### src/tsp_pkg.sv
`timescale 1ns / 1ps
// ----------------------------------------------------------------------------
// tsp_pkg
// Shared types, constants and note tables of the tone sequence player.
// ----------------------------------------------------------------------------
package tsp_pkg;

    // classified request kinds passed from front to core
    typedef enum logic [1:0] {
        OP_TICK = 2'd0,
        OP_POST = 2'd1,
        OP_STOP = 2'd2,
        OP_NONE = 2'd3
    } t_op;

    // volume scale classes
    typedef enum logic [1:0] {
        SC_35  = 2'd0,
        SC_50  = 2'd1,
        SC_100 = 2'd2
    } t_scale;

    localparam logic [5:0] CODE_TERMINAL  = 6'd14;
    localparam logic [5:0] CODE_LAST      = 6'd38;
    localparam logic [5:0] SID_VARIANT0   = 6'd38;
    localparam logic [2:0] LEVEL_MUTE     = 3'd0;
    localparam logic [2:0] LEVEL_MAX      = 3'd5;
    localparam logic [2:0] VARIANT_LAST   = 3'd4;
    localparam logic [7:0] VAR_COUNT_LAST = 8'd255;

    typedef struct packed {
        t_op        op;
        logic [5:0] code;
        logic       prio;
    } t_cmd;

    typedef struct packed {
        logic        tone_start;
        logic [10:0] tone_freq;
        logic [9:0]  tone_length_ms;
        logic [7:0]  volume;
        logic        speaker_stop;
        logic        busy_res;
    } t_res;

    typedef struct packed {
        logic [10:0] freq;
        logic [9:0]  dur;
        logic [7:0]  pause;
    } t_step;

    function automatic t_step mk(input int f, input int d, input int p);
        t_step s;
        s.freq  = 11'(f);
        s.dur   = 10'(d);
        s.pause = 8'(p);
        return s;
    endfunction

    function automatic logic is_priority(input logic [5:0] code);
        logic r;
        r = 1'b0;
        case (code) inside
            6'd2, 6'd3, 6'd5, 6'd6, 6'd7, 6'd8, 6'd23: r = 1'b1;
            default: r = 1'b0;
        endcase
        return r;
    endfunction

    function automatic t_scale scale_of(input logic [5:0] code);
        t_scale r;
        r = SC_100;
        case (code) inside
            6'd34, 6'd36, 6'd37, 6'd38: r = SC_35;
            6'd1, 6'd4, 6'd12, 6'd14, 6'd18, 6'd35: r = SC_50;
            default: r = SC_100;
        endcase
        return r;
    endfunction

    // level map entry times scale over 100, precomputed
    function automatic logic [7:0] vol_of(input logic [2:0] lvl, input t_scale sc);
        logic [7:0] r;
        r = 8'd0;
        case (sc)
            SC_35: begin
                case (lvl)
                    3'd1: r = 8'd7;
                    3'd2: r = 8'd15;
                    3'd3: r = 8'd28;
                    3'd4: r = 8'd49;
                    3'd5: r = 8'd73;
                    default: r = 8'd0;
                endcase
            end
            SC_50: begin
                case (lvl)
                    3'd1: r = 8'd10;
                    3'd2: r = 8'd22;
                    3'd3: r = 8'd40;
                    3'd4: r = 8'd70;
                    3'd5: r = 8'd105;
                    default: r = 8'd0;
                endcase
            end
            default: begin
                case (lvl)
                    3'd1: r = 8'd20;
                    3'd2: r = 8'd45;
                    3'd3: r = 8'd80;
                    3'd4: r = 8'd140;
                    3'd5: r = 8'd210;
                    default: r = 8'd0;
                endcase
            end
        endcase
        return r;
    endfunction

    function automatic logic [3:0] seq_len(input logic [5:0] sid);
        logic [3:0] r;
        r = 4'd0;
        case (sid)
            6'd1: r = 4'd2;   6'd2: r = 4'd4;   6'd3: r = 4'd2;   6'd4: r = 4'd1;
            6'd5: r = 4'd3;   6'd6: r = 4'd4;   6'd7: r = 4'd4;   6'd8: r = 4'd5;
            6'd9: r = 4'd2;   6'd10: r = 4'd3;  6'd11: r = 4'd2;  6'd12: r = 4'd1;
            6'd13: r = 4'd1;  6'd14: r = 4'd2;  6'd15: r = 4'd14; 6'd16: r = 4'd10;
            6'd17: r = 4'd4;  6'd18: r = 4'd1;  6'd19: r = 4'd2;  6'd20: r = 4'd1;
            6'd21: r = 4'd2;  6'd22: r = 4'd3;  6'd23: r = 4'd5;  6'd24: r = 4'd12;
            6'd25: r = 4'd2;  6'd26: r = 4'd2;  6'd27: r = 4'd2;  6'd28: r = 4'd1;
            6'd29: r = 4'd1;  6'd30: r = 4'd5;  6'd31: r = 4'd4;  6'd32: r = 4'd5;
            6'd33: r = 4'd4;  6'd34: r = 4'd1;  6'd35: r = 4'd4;  6'd36: r = 4'd1;
            6'd37: r = 4'd3;  6'd38: r = 4'd3;  6'd39: r = 4'd2;  6'd40: r = 4'd2;
            6'd41: r = 4'd3;  6'd42: r = 4'd3;
            default: r = 4'd0;
        endcase
        return r;
    endfunction

    // note table; steps past a sequence's end read as zero
    function automatic t_step rom_step(input logic [5:0] sid, input logic [3:0] idx);
        t_step r;
        r = '0;
        case ({sid, idx})
            {6'd1, 4'd0}: r = mk(700, 18, 0);
            {6'd1, 4'd1}: r = mk(520, 14, 0);
            {6'd2, 4'd0}: r = mk(800, 60, 15);
            {6'd2, 4'd1}: r = mk(1000, 60, 15);
            {6'd2, 4'd2}: r = mk(1200, 80, 15);
            {6'd2, 4'd3}: r = mk(1000, 100, 0);
            {6'd3, 4'd0}: r = mk(1000, 50, 15);
            {6'd3, 4'd1}: r = mk(1300, 50, 0);
            {6'd4, 4'd0}: r = mk(820, 5, 0);
            {6'd5, 4'd0}: r = mk(600, 80, 25);
            {6'd5, 4'd1}: r = mk(900, 80, 25);
            {6'd5, 4'd2}: r = mk(1200, 100, 0);
            {6'd6, 4'd0}: r = mk(500, 80, 20);
            {6'd6, 4'd1}: r = mk(700, 80, 20);
            {6'd6, 4'd2}: r = mk(1000, 80, 20);
            {6'd6, 4'd3}: r = mk(1200, 120, 0);
            {6'd7, 4'd0}: r = mk(700, 50, 15);
            {6'd7, 4'd1}: r = mk(900, 50, 15);
            {6'd7, 4'd2}: r = mk(1100, 50, 15);
            {6'd7, 4'd3}: r = mk(1400, 100, 0);
            {6'd8, 4'd0}: r = mk(500, 60, 15);
            {6'd8, 4'd1}: r = mk(700, 60, 15);
            {6'd8, 4'd2}: r = mk(900, 60, 15);
            {6'd8, 4'd3}: r = mk(1100, 80, 20);
            {6'd8, 4'd4}: r = mk(1400, 150, 0);
            {6'd9, 4'd0}: r = mk(900, 80, 40);
            {6'd9, 4'd1}: r = mk(1100, 80, 0);
            {6'd10, 4'd0}: r = mk(800, 70, 20);
            {6'd10, 4'd1}: r = mk(1000, 70, 20);
            {6'd10, 4'd2}: r = mk(1200, 100, 0);
            {6'd11, 4'd0}: r = mk(330, 50, 20);
            {6'd11, 4'd1}: r = mk(250, 60, 0);
            {6'd12, 4'd0}: r = mk(1050, 6, 0);
            {6'd13, 4'd0}: r = mk(900, 7, 0);
            {6'd14, 4'd0}: r = mk(260, 12, 2);
            {6'd14, 4'd1}: r = mk(540, 3, 0);
            {6'd15, 4'd0}: r = mk(250, 650, 140);
            {6'd15, 4'd1}: r = mk(600, 12, 30);
            {6'd15, 4'd2}: r = mk(700, 12, 30);
            {6'd15, 4'd3}: r = mk(520, 12, 60);
            {6'd15, 4'd4}: r = mk(240, 180, 80);
            {6'd15, 4'd5}: r = mk(800, 12, 30);
            {6'd15, 4'd6}: r = mk(640, 12, 30);
            {6'd15, 4'd7}: r = mk(500, 12, 60);
            {6'd15, 4'd8}: r = mk(900, 10, 30);
            {6'd15, 4'd9}: r = mk(700, 10, 30);
            {6'd15, 4'd10}: r = mk(850, 10, 60);
            {6'd15, 4'd11}: r = mk(280, 230, 70);
            {6'd15, 4'd12}: r = mk(310, 320, 90);
            {6'd15, 4'd13}: r = mk(360, 360, 0);
            {6'd16, 4'd0}: r = mk(270, 480, 140);
            {6'd16, 4'd1}: r = mk(540, 12, 40);
            {6'd16, 4'd2}: r = mk(660, 12, 40);
            {6'd16, 4'd3}: r = mk(560, 12, 80);
            {6'd16, 4'd4}: r = mk(240, 160, 70);
            {6'd16, 4'd5}: r = mk(820, 10, 40);
            {6'd16, 4'd6}: r = mk(700, 10, 60);
            {6'd16, 4'd7}: r = mk(310, 210, 70);
            {6'd16, 4'd8}: r = mk(340, 220, 70);
            {6'd16, 4'd9}: r = mk(280, 240, 0);
            {6'd17, 4'd0}: r = mk(500, 35, 0);
            {6'd17, 4'd1}: r = mk(800, 35, 0);
            {6'd17, 4'd2}: r = mk(500, 35, 0);
            {6'd17, 4'd3}: r = mk(800, 35, 0);
            {6'd18, 4'd0}: r = mk(1000, 6, 0);
            {6'd19, 4'd0}: r = mk(800, 80, 25);
            {6'd19, 4'd1}: r = mk(500, 120, 0);
            {6'd20, 4'd0}: r = mk(900, 40, 0);
            {6'd21, 4'd0}: r = mk(700, 40, 15);
            {6'd21, 4'd1}: r = mk(1000, 50, 0);
            {6'd22, 4'd0}: r = mk(700, 60, 20);
            {6'd22, 4'd1}: r = mk(900, 60, 20);
            {6'd22, 4'd2}: r = mk(1100, 80, 0);
            {6'd23, 4'd0}: r = mk(800, 70, 20);
            {6'd23, 4'd1}: r = mk(1000, 70, 20);
            {6'd23, 4'd2}: r = mk(1200, 70, 20);
            {6'd23, 4'd3}: r = mk(1500, 100, 15);
            {6'd23, 4'd4}: r = mk(1200, 80, 0);
            {6'd24, 4'd0}: r = mk(220, 200, 20);
            {6'd24, 4'd1}: r = mk(344, 80, 0);
            {6'd24, 4'd2}: r = mk(356, 80, 0);
            {6'd24, 4'd3}: r = mk(344, 80, 0);
            {6'd24, 4'd4}: r = mk(356, 80, 0);
            {6'd24, 4'd5}: r = mk(494, 60, 0);
            {6'd24, 4'd6}: r = mk(344, 80, 0);
            {6'd24, 4'd7}: r = mk(356, 80, 0);
            {6'd24, 4'd8}: r = mk(622, 60, 0);
            {6'd24, 4'd9}: r = mk(348, 400, 0);
            {6'd24, 4'd10}: r = mk(260, 400, 0);
            {6'd24, 4'd11}: r = mk(220, 800, 0);
            {6'd25, 4'd0}: r = mk(700, 30, 10);
            {6'd25, 4'd1}: r = mk(1000, 40, 0);
            {6'd26, 4'd0}: r = mk(900, 30, 10);
            {6'd26, 4'd1}: r = mk(600, 40, 0);
            {6'd27, 4'd0}: r = mk(800, 40, 15);
            {6'd27, 4'd1}: r = mk(1100, 50, 0);
            {6'd28, 4'd0}: r = mk(1200, 4, 0);
            {6'd29, 4'd0}: r = mk(800, 25, 0);
            {6'd30, 4'd0}: r = mk(320, 30, 0);
            {6'd30, 4'd1}: r = mk(280, 25, 5);
            {6'd30, 4'd2}: r = mk(310, 20, 0);
            {6'd30, 4'd3}: r = mk(240, 30, 0);
            {6'd30, 4'd4}: r = mk(200, 25, 0);
            {6'd31, 4'd0}: r = mk(420, 40, 0);
            {6'd31, 4'd1}: r = mk(340, 35, 0);
            {6'd31, 4'd2}: r = mk(400, 20, 5);
            {6'd31, 4'd3}: r = mk(300, 40, 0);
            {6'd32, 4'd0}: r = mk(700, 25, 0);
            {6'd32, 4'd1}: r = mk(900, 25, 0);
            {6'd32, 4'd2}: r = mk(850, 20, 0);
            {6'd32, 4'd3}: r = mk(1100, 30, 0);
            {6'd32, 4'd4}: r = mk(1200, 35, 0);
            {6'd33, 4'd0}: r = mk(350, 25, 12);
            {6'd33, 4'd1}: r = mk(380, 20, 10);
            {6'd33, 4'd2}: r = mk(500, 35, 5);
            {6'd33, 4'd3}: r = mk(580, 40, 0);
            {6'd34, 4'd0}: r = mk(1000, 20, 0);
            {6'd35, 4'd0}: r = mk(280, 30, 0);
            {6'd35, 4'd1}: r = mk(350, 30, 0);
            {6'd35, 4'd2}: r = mk(500, 30, 0);
            {6'd35, 4'd3}: r = mk(700, 40, 0);
            {6'd36, 4'd0}: r = mk(600, 8, 0);
            {6'd37, 4'd0}: r = mk(1400, 25, 0);
            {6'd37, 4'd1}: r = mk(900, 35, 0);
            {6'd37, 4'd2}: r = mk(600, 20, 0);
            {6'd38, 4'd0}: r = mk(220, 60, 0);
            {6'd38, 4'd1}: r = mk(350, 25, 10);
            {6'd38, 4'd2}: r = mk(280, 20, 0);
            {6'd39, 4'd0}: r = mk(240, 13, 2);
            {6'd39, 4'd1}: r = mk(500, 3, 0);
            {6'd40, 4'd0}: r = mk(280, 11, 2);
            {6'd40, 4'd1}: r = mk(600, 3, 0);
            {6'd41, 4'd0}: r = mk(220, 14, 2);
            {6'd41, 4'd1}: r = mk(460, 3, 2);
            {6'd41, 4'd2}: r = mk(220, 10, 0);
            {6'd42, 4'd0}: r = mk(300, 10, 2);
            {6'd42, 4'd1}: r = mk(620, 3, 2);
            {6'd42, 4'd2}: r = mk(250, 12, 0);
            default: r = '0;
        endcase
        return r;
    endfunction

endpackage

### src/tsp_front.sv
`timescale 1ns / 1ps
// ----------------------------------------------------------------------------
// tsp_front
// Accepts requests, classifies them and holds them in a two-entry queue.
// ----------------------------------------------------------------------------
module tsp_front (
    input  logic              i_clk,
    input  logic              i_rst_n,
    input  logic              push,
    output logic              full,
    input  logic [1:0]        i_operation,
    input  logic [5:0]        i_event_code,
    output logic              o_cmd_valid,
    output tsp_pkg::t_cmd     o_cmd,
    input  logic              i_cmd_take
);
    import tsp_pkg::*;

    t_cmd       r_q [2];
    logic       r_wp, r_rp;
    logic [1:0] r_cnt;
    t_cmd       cls;
    logic       wr_en;

    // classify the incoming request
    always_comb begin
        cls.code = i_event_code;
        cls.prio = is_priority(i_event_code);
        case (t_op'(i_operation))
            OP_TICK: cls.op = OP_TICK;
            OP_POST: cls.op = (i_event_code == 6'd0) ? OP_NONE : OP_POST;
            OP_STOP: cls.op = OP_STOP;
            default: cls.op = OP_NONE;
        endcase
    end

    assign full        = (r_cnt == 2'd2);
    assign wr_en       = push && !full;
    assign o_cmd_valid = (r_cnt != 2'd0);
    assign o_cmd       = r_q[r_rp];

    // queue storage
    always_ff @(posedge i_clk) begin
        if (wr_en) begin
            r_q[r_wp] <= cls;
        end
    end

    // queue pointers
    always_ff @(posedge i_clk) begin
        if (!i_rst_n) begin
            r_wp  <= 1'b0;
            r_rp  <= 1'b0;
            r_cnt <= 2'd0;
        end else begin
            if (wr_en) r_wp <= ~r_wp;
            if (i_cmd_take) r_rp <= ~r_rp;
            r_cnt <= r_cnt + 2'(wr_en) - 2'(i_cmd_take);
        end
    end

endmodule

### src/tsp_core.sv
`timescale 1ns / 1ps
// ----------------------------------------------------------------------------
// tsp_core
// Runs one classified request per cycle on i_fire: event ring, note sequencer.
// ----------------------------------------------------------------------------
module tsp_core #(
    parameter int QUEUE_DEPTH = 4,
    parameter int TIME_BITS   = 16
) (
    input  logic              i_clk,
    input  logic              i_rst_n,
    input  logic              i_cfg_we,
    input  logic [2:0]        i_cfg_data,
    input  logic              i_fire,
    input  tsp_pkg::t_cmd     i_cmd,
    output tsp_pkg::t_res     o_res
);
    import tsp_pkg::*;

    localparam int PW = $clog2(QUEUE_DEPTH);
    localparam logic [PW-1:0] P_LAST = PW'(QUEUE_DEPTH - 1);
    localparam logic [TIME_BITS-1:0] T_MAX = '1;

    logic [2:0]           r_level;
    logic [5:0]           r_ring [QUEUE_DEPTH];
    logic [PW-1:0]        r_wpos, r_rpos, n_wpos, n_rpos;
    logic                 r_active, n_active;
    logic [5:0]           r_sel, n_sel;
    logic [3:0]           r_idx, n_idx;
    logic [TIME_BITS-1:0] r_elapsed, n_elapsed;
    logic                 r_tone, n_tone;
    logic [7:0]           r_vcnt, n_vcnt;
    logic [2:0]           r_vmod, n_vmod;
    logic                 ring_we;
    logic [PW-1:0]        ring_wa;

    function automatic logic [PW-1:0] pnext(input logic [PW-1:0] p);
        return (p == P_LAST) ? '0 : p + 1'b1;
    endfunction

    logic [5:0]           head;
    logic [2:0]           lvl;
    logic [5:0]           sid;
    t_step                cur, nst, st0;
    logic [3:0]           nxt_idx;
    logic [TIME_BITS-1:0] el_inc;
    logic [PW-1:0]        pw, pr, pn;
    logic                 pa;

    assign head    = r_ring[r_rpos];
    assign lvl     = (r_level > LEVEL_MAX) ? LEVEL_MAX : r_level;
    assign cur     = rom_step(r_sel, r_idx);
    assign nxt_idx = r_idx + 4'd1;
    assign nst     = rom_step(r_sel, nxt_idx);
    assign el_inc  = (r_elapsed < T_MAX) ? r_elapsed + 1'b1 : r_elapsed;

    // terminal tick variant selection
    always_comb begin
        sid = head;
        if (head == CODE_TERMINAL && r_vmod != 3'd0) begin
            sid = SID_VARIANT0 + {3'd0, r_vmod};
        end
    end
    assign st0 = rom_step(sid, 4'd0);

    // next state and result
    always_comb begin
        n_wpos    = r_wpos;
        n_rpos    = r_rpos;
        n_active  = r_active;
        n_sel     = r_sel;
        n_idx     = r_idx;
        n_elapsed = r_elapsed;
        n_tone    = r_tone;
        n_vcnt    = r_vcnt;
        n_vmod    = r_vmod;
        ring_we   = 1'b0;
        ring_wa   = r_wpos;
        o_res     = '0;
        pa        = r_active;
        pw        = r_wpos;
        pr        = r_rpos;
        pn        = pnext(r_wpos);
        if (i_fire) begin
            case (i_cmd.op)
                OP_TICK: begin
                    if (r_level == LEVEL_MUTE) begin
                        n_wpos   = r_rpos;
                        n_active = 1'b0;
                    end else if (r_active) begin
                        if (r_idx >= seq_len(r_sel)) begin
                            // last step done a tick ago
                            n_active   = 1'b0;
                            n_idx      = 4'd0;
                            n_elapsed  = el_inc;
                            o_res.busy_res = (r_rpos != r_wpos);
                        end else begin
                            n_elapsed = el_inc;
                            o_res.busy_res = 1'b1;
                            if ((r_tone && el_inc >= TIME_BITS'(cur.dur) && cur.pause == 8'd0)
                                || (!r_tone && el_inc >= TIME_BITS'(cur.pause))) begin
                                // advance to next note
                                n_idx     = nxt_idx;
                                n_tone    = 1'b1;
                                n_elapsed = '0;
                                if (nst.freq != 11'd0 && nst.dur != 10'd0) begin
                                    o_res.tone_start     = 1'b1;
                                    o_res.tone_freq      = nst.freq;
                                    o_res.tone_length_ms = nst.dur;
                                end
                            end else if (r_tone && el_inc >= TIME_BITS'(cur.dur)) begin
                                // enter pause
                                n_tone    = 1'b0;
                                n_elapsed = '0;
                            end
                        end
                    end else if (r_rpos != r_wpos) begin
                        n_rpos = pnext(r_rpos);
                        if (head != 6'd0 && head <= CODE_LAST) begin
                            if (head == CODE_TERMINAL) begin
                                n_vcnt = r_vcnt + 8'd1;
                                n_vmod = (r_vcnt == VAR_COUNT_LAST || r_vmod == VARIANT_LAST)
                                         ? 3'd0 : r_vmod + 3'd1;
                            end
                            n_active             = 1'b1;
                            n_sel                = sid;
                            n_idx                = 4'd0;
                            n_elapsed            = '0;
                            n_tone               = 1'b1;
                            o_res.volume         = vol_of(lvl, scale_of(head));
                            o_res.tone_start     = 1'b1;
                            o_res.tone_freq      = st0.freq;
                            o_res.tone_length_ms = st0.dur;
                            o_res.busy_res       = 1'b1;
                        end else begin
                            o_res.busy_res = (pnext(r_rpos) != r_wpos);
                        end
                    end
                end
                OP_POST: begin
                    if (r_level != LEVEL_MUTE) begin
                        if (i_cmd.prio && r_active) begin
                            // priority cut-off
                            pa    = 1'b0;
                            n_idx = 4'd0;
                            pw    = '0;
                            pr    = '0;
                            pn    = pnext('0);
                            o_res.speaker_stop = 1'b1;
                        end
                        if (pn == pr) pr = pnext(pr);
                        ring_we  = 1'b1;
                        ring_wa  = pw;
                        n_wpos   = pn;
                        n_rpos   = pr;
                        n_active = pa;
                        o_res.busy_res = 1'b1;
                    end else begin
                        o_res.busy_res = r_active || (r_rpos != r_wpos);
                    end
                end
                OP_STOP: begin
                    n_active = 1'b0;
                    n_idx    = 4'd0;
                    n_wpos   = '0;
                    n_rpos   = '0;
                    o_res.speaker_stop = 1'b1;
                end
                default: begin
                    o_res.busy_res = r_active || (r_rpos != r_wpos);
                end
            endcase
        end
    end

    // event ring storage
    always_ff @(posedge i_clk) begin
        if (ring_we) begin
            r_ring[ring_wa] <= i_cmd.code;
        end
    end

    // sequencer and ring control
    always_ff @(posedge i_clk) begin
        if (!i_rst_n) begin
            r_level   <= 3'd3;
            r_wpos    <= '0;
            r_rpos    <= '0;
            r_active  <= 1'b0;
            r_sel     <= 6'd0;
            r_idx     <= 4'd0;
            r_elapsed <= '0;
            r_tone    <= 1'b0;
            r_vcnt    <= 8'd0;
            r_vmod    <= 3'd0;
        end else begin
            if (i_cfg_we) r_level <= i_cfg_data;
            r_wpos    <= n_wpos;
            r_rpos    <= n_rpos;
            r_active  <= n_active;
            r_sel     <= n_sel;
            r_idx     <= n_idx;
            r_elapsed <= n_elapsed;
            r_tone    <= n_tone;
            r_vcnt    <= n_vcnt;
            r_vmod    <= n_vmod;
        end
    end

endmodule

### src/tsp_resq.sv
`timescale 1ns / 1ps
// ----------------------------------------------------------------------------
// tsp_resq
// Two-entry result queue between the core and the result ports.
// ----------------------------------------------------------------------------
module tsp_resq (
    input  logic              i_clk,
    input  logic              i_rst_n,
    input  logic              i_wr,
    input  tsp_pkg::t_res     i_res,
    output logic              o_room,
    output logic              empty,
    input  logic              pop,
    output tsp_pkg::t_res     o_res
);
    import tsp_pkg::*;

    t_res       r_q [2];
    logic       r_wp, r_rp;
    logic [1:0] r_cnt;
    logic       rd_en;

    assign o_room = (r_cnt != 2'd2);
    assign empty  = (r_cnt == 2'd0);
    assign rd_en  = pop && !empty;
    assign o_res  = r_q[r_rp];

    // result storage
    always_ff @(posedge i_clk) begin
        if (i_wr) begin
            r_q[r_wp] <= i_res;
        end
    end

    // pointers and fill level
    always_ff @(posedge i_clk) begin
        if (!i_rst_n) begin
            r_wp  <= 1'b0;
            r_rp  <= 1'b0;
            r_cnt <= 2'd0;
        end else begin
            if (i_wr) r_wp <= ~r_wp;
            if (rd_en) r_rp <= ~r_rp;
            r_cnt <= r_cnt + 2'(i_wr) - 2'(rd_en);
        end
    end

endmodule

### src/tone_sequence_player_with_event_queue.sv
`timescale 1ns / 1ps
// ----------------------------------------------------------------------------
// tone_sequence_player_with_event_queue
// Buzzer effect sequencer: event ring, note table player, tone commands.
// ----------------------------------------------------------------------------
// channel   | handshake           | payload
// request   | push / full         | i_operation, i_event_code
// result    | empty / pop         | o_tone_start .. o_busy_res
// config    | cfg_valid/cfg_ready | i_cfg_data (sound level)
//
// one request per cycle sustained while results are popped; a result reaches
// the ports via the front queue register, then the core into the result queue
// the core executes one request per cycle while the result queue has room;
// each side has a two-entry queue; synchronous active-low reset; config is
// always ready; a stalled result side fills both queues and then raises full
// ----------------------------------------------------------------------------
module tone_sequence_player_with_event_queue #(
    parameter int QUEUE_DEPTH = 4,
    parameter int TIME_BITS   = 16
) (
    input  logic        i_clk,
    input  logic        i_rst_n,
    input  logic        push,
    output logic        full,
    input  logic [1:0]  i_operation,
    input  logic [5:0]  i_event_code,
    output logic        empty,
    input  logic        pop,
    output logic        o_tone_start,
    output logic [10:0] o_tone_freq,
    output logic [9:0]  o_tone_length_ms,
    output logic [7:0]  o_volume,
    output logic        o_speaker_stop,
    output logic        o_busy_res,
    input  logic        cfg_valid,
    output logic        cfg_ready,
    input  logic [2:0]  i_cfg_data
);
    import tsp_pkg::*;

    logic cmd_valid, room, fire;
    t_cmd cmd;
    t_res core_res, out_res;

    assign cfg_ready = 1'b1;
    assign fire      = cmd_valid && room;

    // front: accept and classify
    tsp_front u_front (
        .i_clk       (i_clk),
        .i_rst_n     (i_rst_n),
        .push        (push),
        .full        (full),
        .i_operation (i_operation),
        .i_event_code(i_event_code),
        .o_cmd_valid (cmd_valid),
        .o_cmd       (cmd),
        .i_cmd_take  (fire)
    );

    // back: execute
    tsp_core #(
        .QUEUE_DEPTH(QUEUE_DEPTH),
        .TIME_BITS  (TIME_BITS)
    ) u_core (
        .i_clk     (i_clk),
        .i_rst_n   (i_rst_n),
        .i_cfg_we  (cfg_valid && cfg_ready),
        .i_cfg_data(i_cfg_data),
        .i_fire    (fire),
        .i_cmd     (cmd),
        .o_res     (core_res)
    );

    // result queue
    tsp_resq u_resq (
        .i_clk  (i_clk),
        .i_rst_n(i_rst_n),
        .i_wr   (fire),
        .i_res  (core_res),
        .o_room (room),
        .empty  (empty),
        .pop    (pop),
        .o_res  (out_res)
    );

    assign o_tone_start     = out_res.tone_start;
    assign o_tone_freq      = out_res.tone_freq;
    assign o_tone_length_ms = out_res.tone_length_ms;
    assign o_volume         = out_res.volume;
    assign o_speaker_stop   = out_res.speaker_stop;
    assign o_busy_res       = out_res.busy_res;

endmodule

### config.mk
export PLATFORM = sky130hd
export DESIGN_NAME = tone_sequence_player_with_event_queue
export DESIGN_NICKNAME = d
export VERILOG_FILES = /design/src/tsp_pkg.sv /design/src/tsp_front.sv /design/src/tsp_core.sv /design/src/tsp_resq.sv /design/src/tone_sequence_player_with_event_queue.sv
export SDC_FILE = /design/constraint.sdc
export NUM_CORES = 1
export LEC_CHECK = 0
export BUFFER_PORTS_ARGS = -buffer_cell sky130_fd_sc_hd__buf_4
export CAP_MARGIN = 25
export CORE_AREA = 3 3 179 181
export CTS_CLUSTER_SIZE = 8
export DETAILED_ROUTE_END_ITERATION = 8
export DIE_AREA = 0 0 182 184
export PLACE_DENSITY_LB_ADDON = 0.05
export SETUP_SLACK_MARGIN = 0.4
export SLEW_MARGIN = 20
export SYNTH_ARGS = -nofsm -noshare
export SYNTH_HDL_FRONTEND = slang
export SYNTH_HIERARCHICAL = 1
export SYNTH_SLANG_ARGS = --single-unit
export TNS_END_PERCENT = 50
### constraint.sdc
create_clock -name i_clk -period 9.55 [get_ports i_clk]
set_input_delay 0.955 -clock i_clk [delete_from_list [all_inputs] [get_ports i_clk]]
set_output_delay 0.955 -clock i_clk [all_outputs]
set_load 0.01 [all_outputs]
==> qor.yml <==
outcome:
  run_status: "completed"
timing:
  maxSlewHeadroom_pct: 21.98
  tightest_slew_ps: 1161
  finalCriticalPeriod_ps: 6197
  tns_ps: 0
  rsz0062_at_grt: "false"
  hold_violations: 0
  timing.fmax_mhz: 161.4
  fin_worst_skew_ps: 13.06
  drv_slew: 0
  setup_viol_count_final: 0
  hold_slack_ps: 488.7
  fin_crit_sh_pct: 64.89
setup_path:
  cp.arrival_ps: 6400
  path_class: "register to register"
  r2r_end: "u_resq/r_q[1][28]$_DFFE_PP_"
  reg2reg_depth: 15
  critPathLaunchType: "register"
  required_ps: 9750
  worstSetupEndpointType: "register"
  reg2reg_slack_ps: 3350
  reg2reg_from: "u_core/r_idx[1]$_SDFFE_PN0P_"
  cp_max_fo: 28
hold_path:
  min_from: "u_resq/r_rp$_SDFFE_PN0P_"
  hp-class: "register to register"
  whs_path_depth: 2
power_and_ir_drop:
  p_leak_nw: 6.024
  power_frac_comb_pct: 43.8
  sw_frac_of_total_pct: 41.28
  p_int_mw: 1.791
  seq_power_share_pct: 33.4
  power_per_cell_area_nw_per_um2: 184.7
  switching_power_mw: 1.259
  pwr-share-clk_pct: 22.7
  ir_drop_mv: 0.1945
cts:
  cts_buffer_depth: 2
  ctsResizeCount: 0
  clk_latency_ps: 450
  clock_sinks: 168
  clkTransAtPathRegs_ps: 70
  hold_buffers: 0
  post_cts_buffers: 0
  cts_tree: "done"
  cts_buffers: 17
  cts-root-buf: "clkbuf_16"
  htreeDepth: 4
detailed_routing:
  drt_iter0_markers: 3153
  drc: 0
  vias_per_cell: 7.482
  wirelength_um: 69620
  wire_per_inst_um: 30.17
  num_vias: 17270
  drt_first_pass_iters: 7
  postRouteAntennaNets: 0
synth:
  ys_types: 107
  yosys.area_share.simple_pct: 29.02
  ys_warn_count: 6
  avgSynthCellArea_um2: 7.924
  synth-adder-area-share_pct: 3.761
  synth_compound_area_share_pct: 25.32
  yosysSeqAreaShare_pct: 28.91
  ys_ff_latch: 168
  synth_area_leaders: "edfxtp_1, dfxtp_1, nor2_1, nand2_1, a21oi_1"
  syn_inst: 1931
  synth_top_family_by_area: "simple AND/OR/NAND/NOR gates"
  synthFlopType: "edfxtp_1"
  synth_top_area_share_pct: 20.80
  synthMuxAreaShare_pct: 5.593
  synthArstFlopShare_pct: 0
  synth_nets: 1993
  synthXorXnorAreaFrac_pct: 2.036
  syn_area_um2: 15300
  synth_edf_count: 106
  yosysTopAreaCell: "edfxtp_1"
global_route:
  grt_pass1_vias: 16110
  gr-total-overflow: 0
  antenna_found_initial: 1
  track_usage_pct: 40.53
  grt_pass1_wl_um: 103100
  grt_max_degree: 53
die:
  initial_utilization_pct: 50.02
  rows: 64
  die_area_um2: 33490
  die_x_um: 182
  io_pins: 51
  fp.dieH_um: 184
  core_um2: 30590
placement:
  portBuffers: 49
  dpl-instance-area_um2: 15890
  dp_cells: 2274
  gp_congestion: 1.137
  hpwlAfterDp_um: 50760
finish:
  area_delta_synth_final_pct: 7.915
  multiInputGateArea_um2: 10100
  final_area_um2: 16510
  seq_area_um2: 4425
  final_common_cell: "nor2_1"
  fin_cells: 2308
  n_fill_cell: 2863
  layout.nets: 1961
  drive_gt1_share_pct: 11.82
  fin_util_pct: 53.98
  diodes: 0
  final_cell_mix: "nor2_1, nand2_1, a21oi_1, o21ai_0, edfxtp_1"
job:
  drv_cap: 0
==> routing by layer <==
layer	up-vias	GRT usage [%]	share of wire, %
met5	-	0	0.056
met4	2	22.82	7.2
met3	395	13.08	14
met2	1484	59.71	42
met1	8077	52.55	38
li1	7310	-	-
==> critical path, cell delays in order (launching register included) <==
cell       delay (ps)
dfxtp_1           560
ha_1              840
or3b_2            700
nor4_1            870
nor2_1            190
nand2_1           190
nor4_1             90
ha_1              310
nand4_1            90
or3_1             380
a31oi_1           270
nor3_1            110
a21oi_1           500
a31oi_1           170
buf_4             210
a2111oi_1         450
==> cell usage after synthesis, drive strengths merged, types with 9 or more instances <==
| cell | count |
|---|---|
| edfxtp | 106 |
| o32ai | 9 |
| nand3 | 101 |
| nor2 | 199 |
| nand4 | 45 |
| o211ai | 23 |
| or4 | 11 |
| o21ai | 132 |
| and2 | 23 |
| a21oi | 124 |
| a32oi | 14 |
| ha | 46 |
| buf | 54 |
| inv | 43 |
| nand2 | 182 |
| a2111oi | 12 |
| o21a | 14 |
| nand3b | 10 |
| nand2b | 42 |
| a211oi | 23 |
| a31oi | 25 |
| mux2i | 18 |
| a311oi | 9 |
| a21o | 11 |
| or3 | 20 |
| mux2 | 42 |
| o2111ai | 11 |
| or2 | 12 |
| o22ai | 28 |
| a22oi | 20 |
| clkbuf | 92 |
| xnor2 | 16 |
| xor2 | 17 |
| nor4 | 36 |
| nor3 | 68 |
| nor2b | 31 |
| nand4b | 11 |
| o31ai | 14 |
| and3 | 25 |
| nor4b | 10 |
| dfxtp | 62 |
==> cell families (layout without fill, tap and decap cells) <==
group | after synthesis | count (layout)
compound gates | 564 | 564
simple gates | 859 | 859
other cells | 2 | 2
fa+ha+maj | 46 | 46
mux | 68 | 68
xor+xnor | 34 | 34
flops | 168 | 168
buf+inv | 190 | 171
==> flip-flops by register name (all words and copies together) (netlist names), 2 cells and up, named ones only <==
register	flops
u_resq/r_q	64
u_core/r_sel	6
u_core/r_vmod	3
u_core/r_rpos	2
u_core/r_wpos	2
u_core/r_level	3
u_core/r_vcnt	8
u_core/r_idx	4
u_front/r_cnt	2
u_resq/r_cnt	2
u_front/r_q	18
u_core/r_ring	24
u_core/r_elapsed	16
==> worst max-delay path by stage <==
stage / startpoint / end / depth (start not counted) / slack, ps
after global routing: u_core/r_idx[1]$_SDFFE_PN0P_ / u_resq/r_q[1][28]$_DFFE_PP_ / 15 / 3100
after global placement: u_core/r_idx[0]$_SDFFE_PN0P_ / u_resq/r_q[0][28]$_DFFE_PP_ / 19 / 3730
after CTS: u_core/r_idx[1]$_SDFFE_PN0P_ / u_resq/r_q[1][28]$_DFFE_PP_ / 15 / 3620
after floorplan: u_core/r_idx[0]$_SDFFE_PN0P_ / u_resq/r_q[0][25]$_DFFE_PP_ / 23 / 5000
after detailed placement: u_core/r_idx[1]$_SDFFE_PN0P_ / u_resq/r_q[1][28]$_DFFE_PP_ / 15 / 3660
final: u_core/r_idx[1]$_SDFFE_PN0P_ / u_resq/r_q[1][28]$_DFFE_PP_ / 15 / 3350
==> final cells by class <==
type | count | area share (%)
clock buffer | 18 | 2.659
timing repair buffer | 95 | 4.304
multi-input combinational | 1573 | 61.19
inverter | 44 | 1.015
sequential | 168 | 26.80
clock inverter | 14 | 1.030
tap | 396 | 3.000
==> through the flow <==
stage | setup slack, ps | total power, mW
6_report | 3353 | 3.049
5_1_grt | 3095 | 3.201
4_1_cts | 3620 | 3.022
3_5_place_dp | 3657 | 2.321
3_3_place_gp | 3726 | 2.294
2_1_floorplan | 4999 | 1.898
==> power by group through the flow <==
stage	Sequential, mW	Clock (mW)	Combinational [mW]
CTS	1.02	0.707	1.29
global placement	1.02	0	1.27
detailed placement	1.04	0	1.29
floorplan	0.981	0	0.918
global route	1.03	0.738	1.43
finish	1.02	0.694	1.34
Power figures use the tool's default switching activity.
